===== src/rtl/ecfr_pkg.sv =====
// shared types, constants and crc function for the escaped crc frame receiver
package ecfr_pkg;

  localparam int unsigned ByteW = 8;
  localparam int unsigned CrcW  = 16;
  localparam int unsigned CfgIdxW = 3;

  localparam logic [CrcW-1:0] CrcPoly = 16'h1021;

  // configuration register indexes
  localparam logic [CfgIdxW-1:0] CFG_START_FLAG  = 3'd0;
  localparam logic [CfgIdxW-1:0] CFG_END_FLAG    = 3'd1;
  localparam logic [CfgIdxW-1:0] CFG_ESCAPE_BYTE = 3'd2;
  localparam logic [CfgIdxW-1:0] CFG_FLIP_MASK   = 3'd3;
  localparam logic [CfgIdxW-1:0] CFG_NAK_CODE    = 3'd4;
  localparam logic [CfgIdxW-1:0] CFG_MAX_PAYLOAD = 3'd5;

  localparam logic [ByteW-1:0] START_FLAG_RST  = 8'd2;
  localparam logic [ByteW-1:0] END_FLAG_RST    = 8'd3;
  localparam logic [ByteW-1:0] ESCAPE_BYTE_RST = 8'd27;
  localparam logic [ByteW-1:0] FLIP_MASK_RST   = 8'd32;
  localparam logic [ByteW-1:0] NAK_CODE_RST    = 8'd21;
  localparam logic [ByteW-1:0] MAX_PAYLOAD_RST = 8'd255;

  typedef enum logic [1:0] {
    KIND_RAW  = 2'd0,
    KIND_DATA = 2'd1,
    KIND_ACK  = 2'd2,
    KIND_NAK  = 2'd3
  } kind_e;

  typedef enum logic [6:0] {
    PH_IDLE = 7'b0000001,
    PH_CMD  = 7'b0000010,
    PH_LEN  = 7'b0000100,
    PH_DATA = 7'b0001000,
    PH_CRCH = 7'b0010000,
    PH_CRCL = 7'b0100000,
    PH_END  = 7'b1000000
  } phase_e;

  // crc-16/xmodem update by one byte, msb first
  function automatic logic [CrcW-1:0] crc_feed(input logic [CrcW-1:0] crc,
                                               input logic [ByteW-1:0] b);
    logic [CrcW-1:0] r;
    r = crc ^ {b, 8'h00};
    for (int k = 0; k < ByteW; k++) begin
      if (r[CrcW-1]) begin
        r = {r[CrcW-2:0], 1'b0} ^ CrcPoly;
      end else begin
        r = {r[CrcW-2:0], 1'b0};
      end
    end
    return r;
  endfunction

endpackage


===== src/rtl/escaped_crc_frame_receiver.sv =====
// byte-stuffed frame receiver with crc-16/xmodem check
// an accepted byte passes through the input register and then the result register
// throughput: one byte per cycle while the result is not stalled; the phase, unstuffing and
//   crc update of a byte sit in one combinational step between the input and result registers
// reset: asynchronous, active low; back to idle with the flags at their default values
module escaped_crc_frame_receiver (
  input  logic                          clk_i,
  input  logic                          rst_ni,
  input  logic                          in_valid_i,
  output logic                          in_stall_o,
  input  logic [ecfr_pkg::ByteW-1:0]    rx_byte_i,
  output logic                          out_valid_o,
  input  logic                          out_stall_i,
  output logic [1:0]                    result_kind_o,
  output logic [ecfr_pkg::ByteW-1:0]    result_byte_o,
  output logic [ecfr_pkg::ByteW-1:0]    payload_index_o,
  output logic [ecfr_pkg::ByteW-1:0]    frame_cmd_o,
  output logic [ecfr_pkg::ByteW-1:0]    frame_len_o,
  input  logic                          cfg_valid_i,
  output logic                          cfg_ready_o,
  input  logic [ecfr_pkg::CfgIdxW-1:0]  cfg_index_i,
  input  logic [ecfr_pkg::ByteW-1:0]    cfg_data_i
);
  import ecfr_pkg::*;

  // configuration
  logic [ByteW-1:0] start_flag_q, end_flag_q, escape_byte_q;
  logic [ByteW-1:0] flip_mask_q, nak_code_q, max_payload_q;

  // input register
  logic             in_valid_q;
  logic [ByteW-1:0] in_byte_q;

  // frame state
  phase_e           phase_q, phase_d;
  logic             esc_q, esc_d;
  logic [ByteW-1:0] cmd_q, cmd_d;
  logic [ByteW-1:0] len_q, len_d;
  logic [ByteW-1:0] count_q, count_d;
  logic [CrcW-1:0]  rx_crc_q, rx_crc_d;
  logic [CrcW-1:0]  run_crc_q, run_crc_d;

  // result register
  logic             out_valid_q;
  kind_e            out_kind_q;
  logic [ByteW-1:0] out_byte_q, out_idx_q, out_cmd_q, out_len_q;

  // result of the byte in the input register
  logic             res_valid;
  kind_e            res_kind;
  logic [ByteW-1:0] res_byte, res_idx, res_cmd, res_len;

  logic             advance;
  logic             process;
  logic             in_accept;
  logic [ByteW-1:0] b;
  logic [ByteW-1:0] d;
  logic             have_data;
  logic [ByteW-1:0] count_inc;
  logic [CrcW-1:0]  crc_next;

  assign advance   = !out_valid_q || !out_stall_i;
  assign in_stall_o = in_valid_q && !advance;
  assign in_accept = in_valid_i && !in_stall_o;
  assign process   = in_valid_q && advance;
  assign cfg_ready_o = 1'b1;

  assign b         = in_byte_q;
  assign count_inc = count_q + 8'd1;

  // unstuffing of the bytes between the flags
  always_comb begin
    d         = b;
    have_data = 1'b0;
    if (esc_q) begin
      d         = b ^ flip_mask_q;
      have_data = 1'b1;
    end else if (b != end_flag_q && b != escape_byte_q) begin
      have_data = 1'b1;
    end
  end

  assign crc_next = crc_feed(run_crc_q, d);

  always_comb begin
    phase_d   = phase_q;
    esc_d     = esc_q;
    cmd_d     = cmd_q;
    len_d     = len_q;
    count_d   = count_q;
    rx_crc_d  = rx_crc_q;
    run_crc_d = run_crc_q;
    res_valid = 1'b0;
    res_kind  = KIND_RAW;
    res_byte  = '0;
    res_idx   = '0;
    res_cmd   = '0;
    res_len   = '0;
    if (process) begin
      unique case (phase_q)
        PH_IDLE: begin
          if (b != start_flag_q) begin
            res_valid = 1'b1;
            res_kind  = KIND_RAW;
            res_byte  = b;
          end else begin
            phase_d   = PH_CMD;
            esc_d     = 1'b0;
            cmd_d     = '0;
            len_d     = '0;
            count_d   = '0;
            rx_crc_d  = '0;
            run_crc_d = '0;
          end
        end
        PH_END: begin
          // closing byte is taken raw
          res_valid = 1'b1;
          phase_d   = PH_IDLE;
          res_len   = len_q;
          if (b != end_flag_q || rx_crc_q != run_crc_q) begin
            res_kind = KIND_NAK;
            res_cmd  = nak_code_q;
            esc_d    = 1'b0;
          end else begin
            res_kind = KIND_ACK;
            res_cmd  = cmd_q;
          end
        end
        default: begin
          if (esc_q) begin
            esc_d = 1'b0;
          end else if (b == end_flag_q) begin
            // unescaped end flag inside the frame
            res_valid = 1'b1;
            res_kind  = KIND_NAK;
            res_cmd   = nak_code_q;
            res_len   = len_q;
            phase_d   = PH_IDLE;
          end else if (b == escape_byte_q) begin
            esc_d = 1'b1;
          end
          if (have_data) begin
            unique case (phase_q)
              PH_CMD: begin
                cmd_d     = d;
                run_crc_d = crc_next;
                phase_d   = PH_LEN;
              end
              PH_LEN: begin
                len_d     = d;
                run_crc_d = crc_next;
                count_d   = '0;
                if (d > max_payload_q) begin
                  res_valid = 1'b1;
                  res_kind  = KIND_NAK;
                  res_cmd   = nak_code_q;
                  res_len   = d;
                  phase_d   = PH_IDLE;
                  esc_d     = 1'b0;
                end else if (d == '0) begin
                  phase_d = PH_CRCH;
                end else begin
                  phase_d = PH_DATA;
                end
              end
              PH_DATA: begin
                run_crc_d = crc_next;
                res_valid = 1'b1;
                res_kind  = KIND_DATA;
                res_byte  = d;
                res_idx   = count_q;
                res_cmd   = cmd_q;
                res_len   = len_q;
                count_d   = count_inc;
                if (count_inc >= len_q) begin
                  phase_d = PH_CRCH;
                end
              end
              PH_CRCH: begin
                rx_crc_d = {d, 8'h00};
                phase_d  = PH_CRCL;
              end
              PH_CRCL: begin
                rx_crc_d = {rx_crc_q[CrcW-1:ByteW], d};
                phase_d  = PH_END;
              end
              default: begin
                phase_d = PH_IDLE;
              end
            endcase
          end
        end
      endcase
    end
  end

  always_ff @(posedge clk_i or negedge rst_ni) begin
    if (!rst_ni) begin
      start_flag_q  <= START_FLAG_RST;
      end_flag_q    <= END_FLAG_RST;
      escape_byte_q <= ESCAPE_BYTE_RST;
      flip_mask_q   <= FLIP_MASK_RST;
      nak_code_q    <= NAK_CODE_RST;
      max_payload_q <= MAX_PAYLOAD_RST;
    end else if (cfg_valid_i && cfg_ready_o) begin
      unique case (cfg_index_i)
        CFG_START_FLAG:  start_flag_q  <= cfg_data_i;
        CFG_END_FLAG:    end_flag_q    <= cfg_data_i;
        CFG_ESCAPE_BYTE: escape_byte_q <= cfg_data_i;
        CFG_FLIP_MASK:   flip_mask_q   <= cfg_data_i;
        CFG_NAK_CODE:    nak_code_q    <= cfg_data_i;
        CFG_MAX_PAYLOAD: max_payload_q <= cfg_data_i;
        default: ;
      endcase
    end
  end

  always_ff @(posedge clk_i or negedge rst_ni) begin
    if (!rst_ni) begin
      in_valid_q  <= 1'b0;
      phase_q     <= PH_IDLE;
      esc_q       <= 1'b0;
      cmd_q       <= '0;
      len_q       <= '0;
      count_q     <= '0;
      rx_crc_q    <= '0;
      run_crc_q   <= '0;
      out_valid_q <= 1'b0;
    end else begin
      if (!in_stall_o) begin
        in_valid_q <= in_valid_i;
      end
      phase_q   <= phase_d;
      esc_q     <= esc_d;
      cmd_q     <= cmd_d;
      len_q     <= len_d;
      count_q   <= count_d;
      rx_crc_q  <= rx_crc_d;
      run_crc_q <= run_crc_d;
      if (advance) begin
        out_valid_q <= res_valid;
      end
    end
  end

  always_ff @(posedge clk_i) begin
    if (in_accept) begin
      in_byte_q <= rx_byte_i;
    end
    if (advance && res_valid) begin
      out_kind_q <= res_kind;
      out_byte_q <= res_byte;
      out_idx_q  <= res_idx;
      out_cmd_q  <= res_cmd;
      out_len_q  <= res_len;
    end
  end

  assign out_valid_o     = out_valid_q;
  assign result_kind_o   = out_kind_q;
  assign result_byte_o   = out_byte_q;
  assign payload_index_o = out_idx_q;
  assign frame_cmd_o     = out_cmd_q;
  assign frame_len_o     = out_len_q;

endmodule


===== config.mk =====
export PLATFORM = sky130hd
export DESIGN_NAME = escaped_crc_frame_receiver
export DESIGN_NICKNAME = d
export VERILOG_FILES = /design/src/rtl/ecfr_pkg.sv /design/src/rtl/escaped_crc_frame_receiver.sv
export SDC_FILE = /design/constraint.sdc
export NUM_CORES = 1
export LEC_CHECK = 0
export ABC_AREA = 1
export BUFFER_PORTS_ARGS = -buffer_cell sky130_fd_sc_hd__buf_2
export CAP_MARGIN = 20
export CORE_MARGIN = 5
export CORE_UTILIZATION = 50
export DETAILED_ROUTE_END_ITERATION = 8
export GPL_TIMING_DRIVEN = 0
export MAX_ROUTING_LAYER = met4
export PLACE_DENSITY_LB_ADDON = 0.2
export REMOVE_ABC_BUFFERS = 1
export SYNTH_ARGS = -nofsm -noshare
export SYNTH_HDL_FRONTEND = slang
export SYNTH_SLANG_ARGS = --single-unit

===== constraint.sdc =====
create_clock -name clk_i -period 6.6 [get_ports clk_i]
set_clock_uncertainty 0.1 [all_clocks]
set_input_delay 1.32 -clock clk_i [delete_from_list [all_inputs] [get_ports clk_i]]
set_output_delay 1.32 -clock clk_i [all_outputs]
set_load 0.02 [all_outputs]

==> flow_summary.json <==
{
  "h-tree-depth": 4,
  "syn_area_mm2": 0.00850,
  "dp_hpwl_um": 15100,
  "final_util_pct": 57.3,
  "initial_core_util_pct": 51.1,
  "synth_warnings": 0,
  "die_w_um": 140,
  "drv_cap": 0,
  "ir_drop_mv": 0.250,
  "via_per_inst": 5.23,
  "drt-total-wl_um": 21300,
  "ys_seq_area_share_pct": 48.7,
  "numCtsBuffers": 17,
  "ctsResizeCount": 0,
  "cts_tree": "done",
  "finalSetupViolations": 0,
  "avgRoutedWirePerCell_um": 15.4,
  "hold_class": "register to register",
  "crit_chain": "buf_2 > nand2_1 > nand2_1 > inv_1 > nand2_1 > nor2_4 > nand2_1 > nand2_1 > nand2_1",
  "areaGrowthSynthToFinish_pct": 12.1,
  "detail-route-antenna-nets": 0,
  "synth_cell_types": 39,
  "hold_viol_final": 0,
  "dr.pass1.iters": 6,
  "dp_slack_ns": 2.29,
  "syn-instance-count": 1092,
  "drc": 0,
  "yosys.area.top_type_share_pct": 27.7,
  "fin_tns_setup_ns": 0,
  "port_buffers": 59,
  "die_area_mm2": 0.0197,
  "grt_usage_pct": 22.6,
  "antenna_cells": 0,
  "grt_pass1_vias": 6695,
  "power_density_mw_per_mm2": 390,
  "grt_pass1_wl_um": 34500,
  "critPathKind": "input pin to register",
  "worstRegToRegCells": 7,
  "ys_async_sr_fraction_pct": 73.1,
  "critPathMaxFanout": 44,
  "cts_sinks": 156,
  "placementRows": 47,
  "crit_path_end_kind": "register",
  "clock.fmax_mhz": 258,
  "critPathRequiredTime_ns": 6.82,
  "stdcell_area_mm2": 0.00953,
  "core_area_mm2": 0.0166,
  "power_leakage_nw": 4.81,
  "avgSynthCellArea_um2": 7.78,
  "placed_cell_area_mm2": 0.00898,
  "clk_path_buf_depth": 2,
  "grt_max_degree": 60,
  "outcome": "finished clean",
  "synth_area_leader_cell": "dfrtp_1",
  "path_clk_slew_ns": 0.06,
  "drt-initial-drc-count": 730,
  "drive_gt1_share_pct": 12.5,
  "min_period_ns": 3.87,
  "layout_common_cells": "nand2_1, nand3_1, inv_1",
  "min_period_over_period_pct": 58.6,
  "slowest_delay_ns": 0.84,
  "ys_ff_latch": 156,
  "rsz0062_at_grt": "false",
  "die_h_um": 140,
  "gp_congestion": 0.908,
  "worst_path_most_repeated_cell": "nand2_1",
  "maxSlewHeadroom_pct": 31.0,
  "clock_latency_ns": 0.43,
  "post_cts_buffers": 0,
  "ys_top_cells_by_area": "dfrtp_1, nand2_1, edfxtp_1, nand3_1, dfstp_2",
  "io_pins": 61,
  "maxSlewViolCount": 0,
  "vias": 7195,
  "layout_commonest_cell": "nand2_1",
  "overflow": 0,
  "power.total_mw": 3.72,
  "antenna_found_initial": 0,
  "fin_cells": 1376,
  "synth_edf_count": 42,
  "synth_ff_type": "dfrtp_1",
  "nets": 1184,
  "fin_ws_ns": 2.73,
  "crit_path_top_delay_cell": "nor2_4",
  "tightest_slew_ns": 1.03,
  "hold_slack_ns": 0.387,
  "top_regs": "run_crc_q x16, rx_crc_q x16",
  "post-place-cells": 1344,
  "start_kind": "input pin",
  "clockRootBuffer": "clkbuf_16",
  "hold_buffers": 0,
  "cp_data_arrival_time_ns": 4.09,
  "hold_depth": 2
}
[power breakdown]
part | total, mW | switching, mW | internal (mW)
Sequential | 1.42 | 0.163 | 1.26
Combinational | 1.37 | 0.959 | 0.415
Clock | 0.919 | 0.421 | 0.498
[metal layers]
metal,wire [um],GRT usage [%],vias up
met5,0,-,-
met4,432,7.29,0
met2,9780,34.1,241
met1,9630,30.8,3326
met3,1410,4.53,35
li1,-,-,3593
[worst max-delay path, delay by kind of cell]
kind / cells / cell delay [ns]
and+or+nand+nor: 7 / 1.99
buffers and inverters: 2 / 0.76
[area by class of cell]
class	count	area (um^2)
flip-flops and latches	156	4140
well taps	220	275
inverters	117	444
clock inverters	14	109
repair buffers	61	357
clock buffers	18	439
fillers	1529	7110
multi-input cells	790	3770
[synthesized netlist by cell type (3+ instances only)]
master and number:
nor2_1 82, edfxtp_1 42, nand2_2 4, xnor2_1 17, buf_4 7, o21ai_0 53, inv_2 8, nor3_1 6
inv_1 107, clkbuf_2 3, ha_1 17, nand2_1 404, dfstp_2 20, nor2_4 4, nor2_2 4, nand3_1 119
nand3_2 4, a21oi_1 19, buf_2 7, nand4_1 12, xor2_1 22, clkbuf_1 10, o22ai_1 8, dfrtp_1 94
[kinds of logic (layout without fill, tap and decap cells)]
group,after synthesis,count (layout),synth area share (%)
AO/OA/AOI/OAI,87,87,5.46
XOR/XNOR,39,39,4.02
adder cells (fa/ha/maj),17,17,2.50
buffers and inverters,146,210,6.96
flip-flops,156,156,48.7
other,1,1,0.0441
AND/OR/NAND/NOR,646,646,32.3
[final timing paths]
kind	start	slack, ns	end
worst max-delay path	out_stall_i	2.73	count_q[5]
worst min-delay path	count_q[6]	0.39	count_q[6]
worst max register to register	phase_q[5]	2.90	result_byte_o[1]
worst min register to register	count_q[6]	0.39	count_q[6]
max in group asynchronous	rst_ni	4.88	max_payload_q[0]
min in group asynchronous	rst_ni	0.75	nak_code_q[1]
Note: power is estimated with default switching activity, not from simulation.
